## config.mk

```make
export PLATFORM = sky130hd
export DESIGN_NAME = datetime_text_to_epoch_ms_core
export DESIGN_NICKNAME = d
export VERILOG_FILES = /design/src/hw/rtl/dte_pkg.sv /design/src/hw/rtl/dte_parser.sv /design/src/hw/rtl/dte_mac.sv /design/src/hw/rtl/dte_conv.sv /design/src/hw/rtl/datetime_text_to_epoch_ms_core.sv
export SDC_FILE = /design/constraint.sdc
export NUM_CORES = 2
export LEC_CHECK = 0
export BUFFER_PORTS_ARGS = -buffer_cell sky130_fd_sc_hd__buf_2
export CAP_MARGIN = 20
export CELL_PAD_IN_SITES_DETAIL_PLACEMENT = 2
export CELL_PAD_IN_SITES_GLOBAL_PLACEMENT = 2
export CORE_MARGIN = 1
export CORE_UTILIZATION = 37
export DETAILED_ROUTE_END_ITERATION = 8
export PLACE_DENSITY_LB_ADDON = 0.08
export SLEW_MARGIN = 20
export SYNTH_ARGS = -nofsm -noshare
export SYNTH_HDL_FRONTEND = slang
export SYNTH_SLANG_ARGS = --single-unit
```

## constraint.sdc

```tcl
create_clock -name i_clk -period 10.71 [get_ports i_clk]
set_clock_uncertainty 0.2 [all_clocks]
set_input_delay 1.6065 -clock i_clk [delete_from_list [all_inputs] [get_ports i_clk]]
set_output_delay 1.6065 -clock i_clk [all_outputs]
set_load 0.005 [all_outputs]
```

## src/hw/rtl/dte_pkg.sv

```systemverilog
// dte_pkg: shared types, codes and constants for the datetime text to epoch block
// used by dte_parser, dte_mac, dte_conv and datetime_text_to_epoch_ms_core; no dependencies
`timescale 1ns / 1ps
`default_nettype none

package dte_pkg;

    localparam int MAX_FORMAT_LEN_DEF = 32;

    localparam int TS_W    = 53;
    localparam int MAC_A_W = 25;
    localparam int MAC_B_W = 28;

    // result status codes
    localparam logic [1:0] ST_OK       = 2'd0;
    localparam logic [1:0] ST_MISMATCH = 2'd1;
    localparam logic [1:0] ST_OVERFLOW = 2'd2;

    // register indexes on the configuration port
    localparam logic [2:0] REG_FMT0 = 3'd0;
    localparam logic [2:0] REG_FMT1 = 3'd1;
    localparam logic [2:0] REG_FMT2 = 3'd2;
    localparam logic [2:0] REG_FMT3 = 3'd3;
    localparam logic [2:0] REG_LEN  = 3'd4;

    // format letters
    localparam logic [7:0] CH_YEAR   = 8'h59; // Y
    localparam logic [7:0] CH_MONTH  = 8'h4D; // M
    localparam logic [7:0] CH_DAY    = 8'h44; // D
    localparam logic [7:0] CH_HOUR   = 8'h68; // h
    localparam logic [7:0] CH_MINUTE = 8'h6D; // m
    localparam logic [7:0] CH_SECOND = 8'h73; // s
    localparam logic [7:0] CH_MILLI  = 8'h66; // f
    localparam logic [7:0] CH_ZERO   = 8'h30;
    localparam logic [7:0] CH_NINE   = 8'h39;

    localparam logic [13:0] YEAR_MAX    = 14'd16383;
    localparam logic [9:0]  FIELD10_MAX = 10'd1023;

    // multiplier constants of the calendar conversion
    localparam logic signed [MAC_B_W-1:0] K_DIV400   = 28'sd41944;    // 2^24/400 rounded up
    localparam logic signed [MAC_B_W-1:0] K_NEG400   = -28'sd400;
    localparam logic signed [MAC_B_W-1:0] K_DIV100   = 28'sd41;       // 2^12/100 rounded up
    localparam logic signed [MAC_B_W-1:0] K_153      = 28'sd153;
    localparam logic signed [MAC_B_W-1:0] K_DIV5     = 28'sd209716;   // 2^20/5 rounded up
    localparam logic signed [MAC_B_W-1:0] K_365      = 28'sd365;
    localparam logic signed [MAC_B_W-1:0] K_ERA_DAYS = 28'sd146097;
    localparam logic signed [MAC_B_W-1:0] K_DAY_MS   = 28'sd86400000;
    localparam logic signed [MAC_B_W-1:0] K_HOUR_MS  = 28'sd3600000;
    localparam logic signed [MAC_B_W-1:0] K_MIN_MS   = 28'sd60000;
    localparam logic signed [MAC_B_W-1:0] K_SEC_MS   = 28'sd1000;
    localparam logic signed [TS_W-1:0]    K_EPOCH_DAYS = 53'sd719468;

    typedef struct packed {
        logic [13:0] year;
        logic [9:0]  month;
        logic [9:0]  day;
        logic [9:0]  hour;
        logic [9:0]  minute;
        logic [9:0]  second;
        logic [9:0]  milli;
    } t_fields;

    typedef struct packed {
        logic       valid;
        logic [1:0] status;
    } t_req;

endpackage

`default_nettype wire

```

## src/hw/rtl/dte_parser.sv

```systemverilog
// dte_parser: matches text bytes against the format and accumulates the date fields
// depends on dte_pkg
`timescale 1ns / 1ps
`default_nettype none

module dte_parser #(
    parameter int MAX_FORMAT_LEN = dte_pkg::MAX_FORMAT_LEN_DEF
) (
    input  wire logic              i_clk,
    input  wire logic              i_rst_n,
    input  wire logic              i_accept,
    input  wire logic [7:0]        i_char,
    input  wire logic              i_start,
    input  wire logic [255:0]      i_fmt,
    input  wire logic [5:0]        i_len,
    output dte_pkg::t_fields       o_fields,
    output dte_pkg::t_req          o_req
);

    localparam logic [6:0] MAX_LEN = 7'(MAX_FORMAT_LEN);

    logic [5:0]       r_position, n_position;
    logic             r_active, n_active;
    logic             r_ovf, n_ovf;
    dte_pkg::t_fields r_fields, n_fields;

    dte_pkg::t_fields base;
    dte_pkg::t_req    req;
    logic             act;
    logic [5:0]       pos;
    logic [5:0]       next_pos;
    logic             base_ovf;
    logic [7:0]       fmt_ch;
    logic             is_digit;
    logic [3:0]       digit;
    logic             is_letter;
    logic [9:0]       cur10;
    logic [13:0]      acc10;
    logic [9:0]       sat10;
    logic             ovf10;
    logic [17:0]      acc_year;
    logic [13:0]      sat_year;
    logic             ovf_year;
    logic [6:0]       len_clip;
    logic [6:0]       len_eff;
    logic             done;
    logic             fail;

    assign act      = i_start | r_active;
    assign pos      = i_start ? 6'd0 : r_position;
    assign base     = i_start ? '0 : r_fields;
    assign base_ovf = i_start ? 1'b0 : r_ovf;
    assign next_pos = pos + 6'd1;

    // positions past the four format words read as zero
    assign fmt_ch = pos[5] ? 8'd0 : i_fmt[{pos[4:0], 3'b000} +: 8];

    assign is_digit = (i_char >= dte_pkg::CH_ZERO) && (i_char <= dte_pkg::CH_NINE);
    assign digit    = is_digit ? 4'(i_char - dte_pkg::CH_ZERO) : 4'd0;

    always_comb begin
        is_letter = 1'b1;
        cur10     = base.month;
        unique case (fmt_ch)
            dte_pkg::CH_YEAR:   cur10 = base.month;
            dte_pkg::CH_MONTH:  cur10 = base.month;
            dte_pkg::CH_DAY:    cur10 = base.day;
            dte_pkg::CH_HOUR:   cur10 = base.hour;
            dte_pkg::CH_MINUTE: cur10 = base.minute;
            dte_pkg::CH_SECOND: cur10 = base.second;
            dte_pkg::CH_MILLI:  cur10 = base.milli;
            default:            is_letter = 1'b0;
        endcase
    end

    // field * 10 + digit, saturating at the field's all-ones value
    assign acc10    = ({4'd0, cur10} << 3) + ({4'd0, cur10} << 1) + {10'd0, digit};
    assign ovf10    = acc10 > {4'd0, dte_pkg::FIELD10_MAX};
    assign sat10    = ovf10 ? dte_pkg::FIELD10_MAX : acc10[9:0];
    assign acc_year = ({4'd0, base.year} << 3) + ({4'd0, base.year} << 1) + {14'd0, digit};
    assign ovf_year = acc_year > {4'd0, dte_pkg::YEAR_MAX};
    assign sat_year = ovf_year ? dte_pkg::YEAR_MAX : acc_year[13:0];

    assign len_clip = (i_len == 6'd0) ? 7'd1 : {1'b0, i_len};
    assign len_eff  = (len_clip > MAX_LEN) ? MAX_LEN : len_clip;
    assign done     = {1'b0, next_pos} >= len_eff;
    assign fail     = is_letter ? !is_digit : (i_char != fmt_ch);

    always_comb begin
        n_position = r_position;
        n_active   = r_active;
        n_ovf      = r_ovf;
        n_fields   = r_fields;
        req        = '0;
        if (i_accept && act) begin
            n_fields   = base;
            n_ovf      = base_ovf;
            n_position = pos;
            if (fail) begin
                n_active   = 1'b0;
                req.valid  = 1'b1;
                req.status = dte_pkg::ST_MISMATCH;
            end else begin
                if (is_letter) begin
                    if (fmt_ch == dte_pkg::CH_YEAR) begin
                        n_fields.year = sat_year;
                        n_ovf         = base_ovf | ovf_year;
                    end else begin
                        n_ovf = base_ovf | ovf10;
                        unique case (fmt_ch)
                            dte_pkg::CH_MONTH:  n_fields.month  = sat10;
                            dte_pkg::CH_DAY:    n_fields.day    = sat10;
                            dte_pkg::CH_HOUR:   n_fields.hour   = sat10;
                            dte_pkg::CH_MINUTE: n_fields.minute = sat10;
                            dte_pkg::CH_SECOND: n_fields.second = sat10;
                            default:            n_fields.milli  = sat10;
                        endcase
                    end
                end
                n_position = next_pos;
                if (done) begin
                    n_active   = 1'b0;
                    req.valid  = 1'b1;
                    req.status = n_ovf ? dte_pkg::ST_OVERFLOW : dte_pkg::ST_OK;
                end else begin
                    n_active = 1'b1;
                end
            end
        end
    end

    always_ff @(posedge i_clk) begin
        if (!i_rst_n) begin
            r_position <= '0;
            r_active   <= 1'b0;
            r_ovf      <= 1'b0;
            r_fields   <= '0;
        end else begin
            r_position <= n_position;
            r_active   <= n_active;
            r_ovf      <= n_ovf;
            r_fields   <= n_fields;
        end
    end

    assign o_fields = r_fields;
    assign o_req    = req;

endmodule

`default_nettype wire

```

## src/hw/rtl/dte_mac.sv

```systemverilog
// dte_mac: shared signed multiply-add unit, p = a * b + c
// depends on dte_pkg
`timescale 1ns / 1ps
`default_nettype none

module dte_mac (
    input  wire logic signed [dte_pkg::MAC_A_W-1:0] i_a,
    input  wire logic signed [dte_pkg::MAC_B_W-1:0] i_b,
    input  wire logic signed [dte_pkg::TS_W-1:0]    i_c,
    output logic signed [dte_pkg::TS_W-1:0]         o_p
);

    assign o_p = i_a * i_b + i_c;

endmodule

`default_nettype wire

```

## src/hw/rtl/dte_conv.sv

```systemverilog
// dte_conv: sequencer that turns the parsed fields into epoch milliseconds
// runs every step through one dte_mac; depends on dte_pkg and dte_mac
`timescale 1ns / 1ps
`default_nettype none

module dte_conv (
    input  wire logic                      i_clk,
    input  wire logic                      i_rst_n,
    input  wire dte_pkg::t_req             i_req,
    input  wire dte_pkg::t_fields          i_fields,
    input  wire logic                      i_out_free,
    output logic                           o_idle,
    output logic                           o_res_valid,
    output logic [dte_pkg::TS_W-1:0]       o_res_ts,
    output logic [1:0]                     o_res_status
);

    typedef enum logic [12:0] {
        S_IDLE = 13'b0000000000001,
        S_ERA  = 13'b0000000000010,
        S_YOE  = 13'b0000000000100,
        S_Q100 = 13'b0000000001000,
        S_MP   = 13'b0000000010000,
        S_DOY  = 13'b0000000100000,
        S_DOE  = 13'b0000001000000,
        S_DAYS = 13'b0000010000000,
        S_MSD  = 13'b0000100000000,
        S_MSH  = 13'b0001000000000,
        S_MSM  = 13'b0010000000000,
        S_MSS  = 13'b0100000000000,
        S_HOLD = 13'b1000000000000
    } t_state;

    t_state                           r_state;
    logic [5:0]                       r_era1;
    logic [8:0]                       r_yoe;
    logic [1:0]                       r_q100;
    logic [17:0]                      r_t;
    logic [14:0]                      r_doy0;
    logic signed [18:0]               r_doe;
    logic signed [dte_pkg::TS_W-1:0]  r_acc;
    logic [1:0]                       r_status;

    logic signed [dte_pkg::MAC_A_W-1:0] mac_a;
    logic signed [dte_pkg::MAC_B_W-1:0] mac_b;
    logic signed [dte_pkg::TS_W-1:0]    mac_c;
    logic signed [dte_pkg::TS_W-1:0]    mac_p;

    logic [14:0]        yp;
    logic [9:0]         mp;
    logic signed [19:0] doe_c;
    logic signed [6:0]  era;

    // year shifted by one for january and february, plus one era to keep it positive
    assign yp = {1'b0, i_fields.year} + 15'd400
              - {14'd0, (i_fields.month <= 10'd2)};
    assign mp = (i_fields.month > 10'd2) ? i_fields.month - 10'd3 : i_fields.month + 10'd9;
    assign doe_c = $signed({13'd0, r_yoe[8:2]}) - $signed({18'd0, r_q100})
                 + $signed({5'd0, r_doy0}) + $signed({10'd0, i_fields.day}) - 20'sd1;
    assign era = $signed({1'b0, r_era1}) - 7'sd1;

    always_comb begin
        mac_a = '0;
        mac_b = '0;
        mac_c = '0;
        unique case (r_state)
            S_ERA: begin
                mac_a = {10'd0, yp};
                mac_b = dte_pkg::K_DIV400;
            end
            S_YOE: begin
                mac_a = {19'd0, r_era1};
                mac_b = dte_pkg::K_NEG400;
                mac_c = {38'd0, yp};
            end
            S_Q100: begin
                mac_a = {16'd0, r_yoe};
                mac_b = dte_pkg::K_DIV100;
            end
            S_MP: begin
                mac_a = {15'd0, mp};
                mac_b = dte_pkg::K_153;
                mac_c = 53'sd2;
            end
            S_DOY: begin
                mac_a = {7'd0, r_t};
                mac_b = dte_pkg::K_DIV5;
            end
            S_DOE: begin
                mac_a = {16'd0, r_yoe};
                mac_b = dte_pkg::K_365;
                mac_c = 53'(doe_c);
            end
            S_DAYS: begin
                mac_a = 25'(era);
                mac_b = dte_pkg::K_ERA_DAYS;
                mac_c = 53'(r_doe) - dte_pkg::K_EPOCH_DAYS;
            end
            S_MSD: begin
                mac_a = r_acc[dte_pkg::MAC_A_W-1:0];
                mac_b = dte_pkg::K_DAY_MS;
                mac_c = {43'd0, i_fields.milli};
            end
            S_MSH: begin
                mac_a = {15'd0, i_fields.hour};
                mac_b = dte_pkg::K_HOUR_MS;
                mac_c = r_acc;
            end
            S_MSM: begin
                mac_a = {15'd0, i_fields.minute};
                mac_b = dte_pkg::K_MIN_MS;
                mac_c = r_acc;
            end
            S_MSS: begin
                mac_a = {15'd0, i_fields.second};
                mac_b = dte_pkg::K_SEC_MS;
                mac_c = r_acc;
            end
            default: begin
                mac_a = '0;
            end
        endcase
    end

    dte_mac u_mac (
        .i_a (mac_a),
        .i_b (mac_b),
        .i_c (mac_c),
        .o_p (mac_p)
    );

    always_ff @(posedge i_clk) begin
        if (!i_rst_n) begin
            r_state <= S_IDLE;
        end else begin
            unique case (r_state)
                S_IDLE: begin
                    if (i_req.valid) begin
                        if (i_req.status == dte_pkg::ST_OK) begin
                            r_state <= S_ERA;
                        end else begin
                            r_acc    <= '0;
                            r_status <= i_req.status;
                            r_state  <= S_HOLD;
                        end
                    end
                end
                S_ERA: begin
                    r_era1  <= mac_p[29:24];
                    r_state <= S_YOE;
                end
                S_YOE: begin
                    r_yoe   <= mac_p[8:0];
                    r_state <= S_Q100;
                end
                S_Q100: begin
                    r_q100  <= mac_p[13:12];
                    r_state <= S_MP;
                end
                S_MP: begin
                    r_t     <= mac_p[17:0];
                    r_state <= S_DOY;
                end
                S_DOY: begin
                    r_doy0  <= mac_p[34:20];
                    r_state <= S_DOE;
                end
                S_DOE: begin
                    r_doe   <= mac_p[18:0];
                    r_state <= S_DAYS;
                end
                S_DAYS: begin
                    r_acc   <= mac_p;
                    r_state <= S_MSD;
                end
                S_MSD: begin
                    r_acc   <= mac_p;
                    r_state <= S_MSH;
                end
                S_MSH: begin
                    r_acc   <= mac_p;
                    r_state <= S_MSM;
                end
                S_MSM: begin
                    r_acc   <= mac_p;
                    r_state <= S_MSS;
                end
                S_MSS: begin
                    r_acc    <= mac_p;
                    r_status <= dte_pkg::ST_OK;
                    r_state  <= S_HOLD;
                end
                S_HOLD: begin
                    if (i_out_free) begin
                        r_state <= S_IDLE;
                    end
                end
                default: begin
                    r_state <= S_IDLE;
                end
            endcase
        end
    end

    assign o_idle       = (r_state == S_IDLE);
    assign o_res_valid  = (r_state == S_HOLD);
    assign o_res_ts     = r_acc;
    assign o_res_status = r_status;

    // a new request only arrives while the sequencer is free
    a_req_when_idle: assert property (@(posedge i_clk) disable iff (!i_rst_n)
        i_req.valid |-> (r_state == S_IDLE))
        else $error("request while conversion busy");

    // the last millisecond step hands an ok result to the hold state
    a_last_step_ok: assert property (@(posedge i_clk) disable iff (!i_rst_n)
        (r_state == S_MSS) |=> ((r_state == S_HOLD) && (r_status == dte_pkg::ST_OK)))
        else $error("conversion did not finish with ok status");

    // error results always carry a zero timestamp
    a_err_zero: assert property (@(posedge i_clk) disable iff (!i_rst_n)
        ((r_state == S_HOLD) && (r_status != dte_pkg::ST_OK)) |-> (r_acc == '0))
        else $error("error result with nonzero timestamp");

endmodule

`default_nettype wire

```

## src/hw/rtl/datetime_text_to_epoch_ms_core.sv

```systemverilog
// datetime_text_to_epoch_ms_core: top level with apb registers, parser, converter, output register
// depends on dte_pkg, dte_parser, dte_conv
`timescale 1ns / 1ps
`default_nettype none

// Text bytes come in on the s_axis channel, one per request: tdata carries the byte and
// tuser flags the first byte of a date. Each byte is matched against the format held in
// the apb registers (format words at 0x00..0x18, length at 0x20). A byte that neither
// fails nor ends the format gives no result. A failing byte, or the byte at the last
// format position, gives one result on m_axis: tdata is the signed 53-bit millisecond
// count, tuser the status (0 ok, 1 mismatch, 2 field overflow). The calendar conversion
// runs eleven steps through one shared multiply-add unit, then the hold state passes a
// completed date to the output register; an error result goes straight to the hold
// state, and s_axis_tready stays low until the converter is back in its idle state.
// A finished result sits in the output register while m_axis_tready is low; the block
// takes new bytes meanwhile and stalls only when a second result would need the register.
// Reset clears the format to all zero bytes with length 1 and leaves the parser idle
// until a byte marked as the start of a date arrives.

module datetime_text_to_epoch_ms_core #(
    parameter int MAX_FORMAT_LEN = dte_pkg::MAX_FORMAT_LEN_DEF
) (
    input  wire logic        i_clk,
    input  wire logic        i_rst_n,
    // apb configuration port
    input  wire logic        psel,
    input  wire logic        penable,
    input  wire logic        pwrite,
    input  wire logic [5:0]  paddr,
    input  wire logic [63:0] pwdata,
    output logic [63:0]      prdata,
    output logic             pready,
    // text input
    input  wire logic        s_axis_tvalid,
    output logic             s_axis_tready,
    input  wire logic [7:0]  s_axis_tdata,   // [7:0] character
    input  wire logic [0:0]  s_axis_tuser,   // [0] start_req
    // result output
    output logic             m_axis_tvalid,
    input  wire logic        m_axis_tready,
    output logic [55:0]      m_axis_tdata,   // [52:0] timestamp_ms, [55:53] zero
    output logic [1:0]       m_axis_tuser    // [1:0] status
);

    logic [3:0][63:0] r_fmt;
    logic [5:0]       r_len;

    logic                      r_out_valid;
    logic [dte_pkg::TS_W-1:0]  r_out_ts;
    logic [1:0]                r_out_status;

    logic                      cfg_wr;
    logic                      in_accept;
    logic                      out_free;
    dte_pkg::t_fields          fields;
    dte_pkg::t_req             req;
    logic                      conv_idle;
    logic                      res_valid;
    logic [dte_pkg::TS_W-1:0]  res_ts;
    logic [1:0]                res_status;

    assign pready = 1'b1;
    assign cfg_wr = psel & penable & pwrite & pready;

    always_ff @(posedge i_clk) begin
        if (!i_rst_n) begin
            r_fmt <= '0;
            r_len <= 6'd1;
        end else if (cfg_wr) begin
            unique case (paddr[5:3])
                dte_pkg::REG_FMT0: r_fmt[0] <= pwdata;
                dte_pkg::REG_FMT1: r_fmt[1] <= pwdata;
                dte_pkg::REG_FMT2: r_fmt[2] <= pwdata;
                dte_pkg::REG_FMT3: r_fmt[3] <= pwdata;
                dte_pkg::REG_LEN:  r_len    <= pwdata[5:0];
                default:           r_len    <= r_len;
            endcase
        end
    end

    always_comb begin
        unique case (paddr[5:3])
            dte_pkg::REG_FMT0: prdata = r_fmt[0];
            dte_pkg::REG_FMT1: prdata = r_fmt[1];
            dte_pkg::REG_FMT2: prdata = r_fmt[2];
            dte_pkg::REG_FMT3: prdata = r_fmt[3];
            dte_pkg::REG_LEN:  prdata = {58'd0, r_len};
            default:           prdata = '0;
        endcase
    end

    assign s_axis_tready = conv_idle;
    assign in_accept     = s_axis_tvalid & s_axis_tready;
    assign out_free      = !r_out_valid | m_axis_tready;

    dte_parser #(
        .MAX_FORMAT_LEN (MAX_FORMAT_LEN)
    ) u_parser (
        .i_clk    (i_clk),
        .i_rst_n  (i_rst_n),
        .i_accept (in_accept),
        .i_char   (s_axis_tdata),
        .i_start  (s_axis_tuser[0]),
        .i_fmt    (r_fmt),
        .i_len    (r_len),
        .o_fields (fields),
        .o_req    (req)
    );

    dte_conv u_conv (
        .i_clk        (i_clk),
        .i_rst_n      (i_rst_n),
        .i_req        (req),
        .i_fields     (fields),
        .i_out_free   (out_free),
        .o_idle       (conv_idle),
        .o_res_valid  (res_valid),
        .o_res_ts     (res_ts),
        .o_res_status (res_status)
    );

    always_ff @(posedge i_clk) begin
        if (!i_rst_n) begin
            r_out_valid <= 1'b0;
        end else if (res_valid && out_free) begin
            r_out_valid <= 1'b1;
        end else if (m_axis_tready) begin
            r_out_valid <= 1'b0;
        end
    end

    always_ff @(posedge i_clk) begin
        if (res_valid && out_free) begin
            r_out_ts     <= res_ts;
            r_out_status <= res_status;
        end
    end

    assign m_axis_tvalid = r_out_valid;
    assign m_axis_tdata  = {3'd0, r_out_ts};
    assign m_axis_tuser  = r_out_status;

endmodule

`default_nettype wire

```

==> impl_metrics.toml <==
[grt]
grt_max_degree = 228
grt_pass1_vias = 50920
grt_overflow = 0
grt_pass1_wl_um = 334000
antenna_found_initial = 23
grt_use_total_pct = 30.8

[place]
gp_congestion = 0.947
hpwl_um = 177000
port_buffers = 203
dp_slack_ns = -1.13

[worst_setup_path]
reg2reg_slack_ns = -0.40
crit_arrival_ns = 11.31
crit_type = "flip-flop to flip-flop"
crit_top_cell = "fa_1"
rr_worst_depth = 44
critPathMaxStageDelay_ns = 0.55
worstSetupEndpointType = "flip-flop"
crit_slowest_cell = "fa_1"
critPathLaunchType = "flip-flop"
r2r_start = "u_conv.r_yoe[2]$_DFFE_PP_"
reg2reg_to = "u_conv.o_res_ts[49]$_SDFFCE_PN0P_"
critPathMaxFanout = 4
critical_path_required_ns = 10.91

[synthesis]
ys_types = 95
ys_warn_count = 0
syn_area_per_cell_um2 = 9.20
seq_area_frac_synth_pct = 23.5
async_reset_ff_share_pct = 0
synth_edf_count = 179
ys_ff_latch = 537
yosys_most_used_dff = "dfxtp_1"
syn_area_um2 = 53500
netlist_instances = 5813

[clock_tree]
clockBufferDepth = 3
cts_tree = "built"
cts_root_buf = "clkbuf_16"
cts.reportedPaths.clkPinSlew_ns = 0.06
cts_sinks = 537
cts_buffers = 70
clk_latency_ns = 0.71
cts-htree-levels = 3

[floorplanning]
die_y_um = 382
fp.dieArea_um2 = 146000
die_width_um = 382
initial_core_util_pct = 37.3
io_pins = 211
rows = 139
core_area_um2 = 143000

[final_layout]
area_growth_pct = 18.5
final.fill_count = 15625
regArea_um2 = 12500
final_core_util_pct = 44.2
multi_input_area_um2 = 36800
nets = 7613
drive_gt1_share_pct = 15.6

[timing]
layout_min_cycle_time_ns = 11.11
rsz0062_at_grt = "yes"
fmax_mhz = 90.0
finalMaxSlewViolations = 0
setup_ws_ns = -0.399
hold_violations = 0
worst_pin_slew_ns = 1.46
finalCritPeriodShare_pct = 104
hold_ws_ns = 0.220
relSlewSlack_pct = 2.96
finalSetupViolations = 23

[power_and_ir_drop]
power_density_nw_per_um2 = 220
p_clk_share_pct = 17.7
p_int_uw = 7490
swShare_pct = 46.3
p_leak_uw = 0.0297
max-vdd-ir-drop_mv = 0.787
p_sw_uw = 6440
seq_power_share_pct = 15.7
combPwrFrac_pct = 66.6

[routing]
drc_errors = 0
drt-initial-drc-count = 2902
vias = 45354
drtPass1Iterations = 8
wl_per_cell_um = 26.7
drtAntennaViolNets = 0
routed_via_density = 5.39
wirelength_um = 224000

[flow_run]
maxCapViolCount = 0

[hold_path]
hp-start = "u_conv.o_res_status[0]$_SDFFCE_PN0P_"
min-delay-path-class = "flip-flop to flip-flop"
hold_end = "m_axis_tuser[0]$_DFFE_PP_"
hold_depth = 0

[status]
failed_checks = "setup timing"
status = "finished, violations left"
[cell usage after synthesis, types with 11 or more instances]
cell type	n	area (um2)
a21o_1	72	541
a21oi_1	388	1940
a221o_1	61	611
a221oi_1	18	158
a222oi_1	25	250
a22o_1	124	1090
a22oi_1	43	323
a31oi_1	14	87.6
and2_1	85	532
and3_1	16	100
buf_1	28	105
buf_2	18	90.1
buf_4	11	82.6
clkbuf_1	204	766
dfxtp_1	358	7170
edfxtp_1	179	5380
fa_1	778	15600
ha_1	301	3770
inv_1	1183	4440
mux2_2	13	146
mux2i_1	34	340
mux4_2	24	541
nand2_1	846	3180
nand2b_1	35	219
nand3_1	40	200
nand4_1	14	87.6
nor2_1	210	788
nor2b_1	65	407
nor3_1	51	255
nor3b_1	22	165
nor4_1	15	93.8
o211ai_1	17	128
o21a_1	14	105
o21ai_0	85	425
o21bai_1	16	120
o221ai_1	13	114
o22ai_1	23	144
or2_0	19	119
or2_2	18	113
or3_1	51	319
xnor2_1	89	780
xor2_1	51	447
[state kept, by name, summed over array words and instances, names as in the netlist, 6 cells and up]
name,count
u_conv.r_t,18
u_parser.r_position,6
u_conv.r_yoe,9
r_len,6
r_out_ts,53
u_parser.o_fields,74
u_conv.r_doe,19
u_conv.o_res_ts,53
u_conv.r_era1,6
u_conv.r_state,13
r_fmt,256
u_conv.r_doy0,15
[cells in the final DEF, fill, tap and decap left out, types with 70 or more instances in the layout]
master,n
a21o_1,72
a21oi_1,365
a22o_1,124
and2_1,75
buf_2,202
buf_4,433
clkbuf_16,70
conb_1,160
dfxtp_1,356
edfxtp_1,179
fa_1,772
ha_1,288
inv_1,1175
nand2_1,839
nor2_1,198
xnor2_1,87
[power groups by stage]
stage	clock network, uW	registers [uW]	logic (uW)
CTS	2500	2180	9010
global route	2590	2180	10300
floorplan	0	2210	5780
finish	2470	2180	9280
global placement	0	2220	8130
detailed placement	0	2220	8410
[worst max-delay path by stage]
stage	cells past startpoint	start	endpoint	slack, ns
detailed placement	47	u_conv.r_yoe[2]$_DFFE_PP_	u_conv.o_res_ts[52]$_SDFFCE_PN0P_	-1.13
global route	48	u_conv.r_yoe[2]$_DFFE_PP_	u_conv.o_res_ts[49]$_SDFFCE_PN0P_	-0.74
finish	44	u_conv.r_yoe[2]$_DFFE_PP_	u_conv.o_res_ts[49]$_SDFFCE_PN0P_	-0.40
CTS	48	u_conv.r_yoe[2]$_DFFE_PP_	u_conv.o_res_ts[51]$_SDFFCE_PN0P_	-0.34
floorplan	44	u_conv.r_yoe[2]$_DFFE_PP_	u_conv.o_res_ts[52]$_SDFFCE_PN0P_	0.02
global placement	47	u_conv.r_yoe[2]$_DFFE_PP_	u_conv.o_res_ts[52]$_SDFFCE_PN0P_	-0.83
[what timing repair did]
item | in CTS | in global routing
endpoints found under the setup margin | 46 | 52
gates resized for setup | 105 | 69
hold buffers | 0 | 0
buffers inserted | 26 | 18
pin swaps | 53 | 31
[metrics by stage]
stage | instances | setup TNS, ns | area, um2 | power (uW)
finish | 8413 | -4.87 | 63400 | 13900
global route | 8407 | -15.75 | 63300 | 15100
global placement | 8239 | -10.30 | 60000 | 10300
detailed placement | 8239 | -20.57 | 60000 | 10600
CTS | 8389 | -2.45 | 62900 | 13700
floorplan | 5971 | 0 | 54100 | 7980
[metal layers]
metal / GRT usage (%) / share of wire [%] / vias to the layer above
met4: 11.9 / 4.1 / 18
li1: - / - / 19754
met5: 0 / 0.048 / -
met2: 53.1 / 49 / 1139
met1: 39.2 / 41 / 24126
met3: 3.99 / 5.2 / 317
[critical path, delay by kind of cell, from the launching register on]
family          cells  cell delay, ns
compound gates     15            2.95
buf+inv             8            0.66
simple gates        7            1.28
flops               1            0.41
fa+ha+maj          13            5.13
xor+xnor            1            0.17
[final cells by class]
type,instances,share of cell area (%)
Antenna cell,7,0.0277
Timing Repair Buffer,668,7.56
Clock inverter,32,0.670
Clock buffer,95,2.98
Tap cell,1903,3.76
Multi-Input combinational cell,3984,58.2
Inverter,1187,7.04
Sequential cell,537,19.8
[cells by family (layout without fill, tap and decap cells)]
group,count (synthesis),in the layout,share of synthesized area (%)
adders and majority gates,1079,1079,36.2
muxes,71,71,1.92
AOI/OAI and AO/OA,995,995,12.6
buffers and inverters,1450,1982,10.3
xor gates and xnor gates,140,140,2.29
and+or+nand+nor,1539,1539,13.2
DFF,537,537,23.5
other,2,167,0.0140
(Power assumes the default switching activity.)
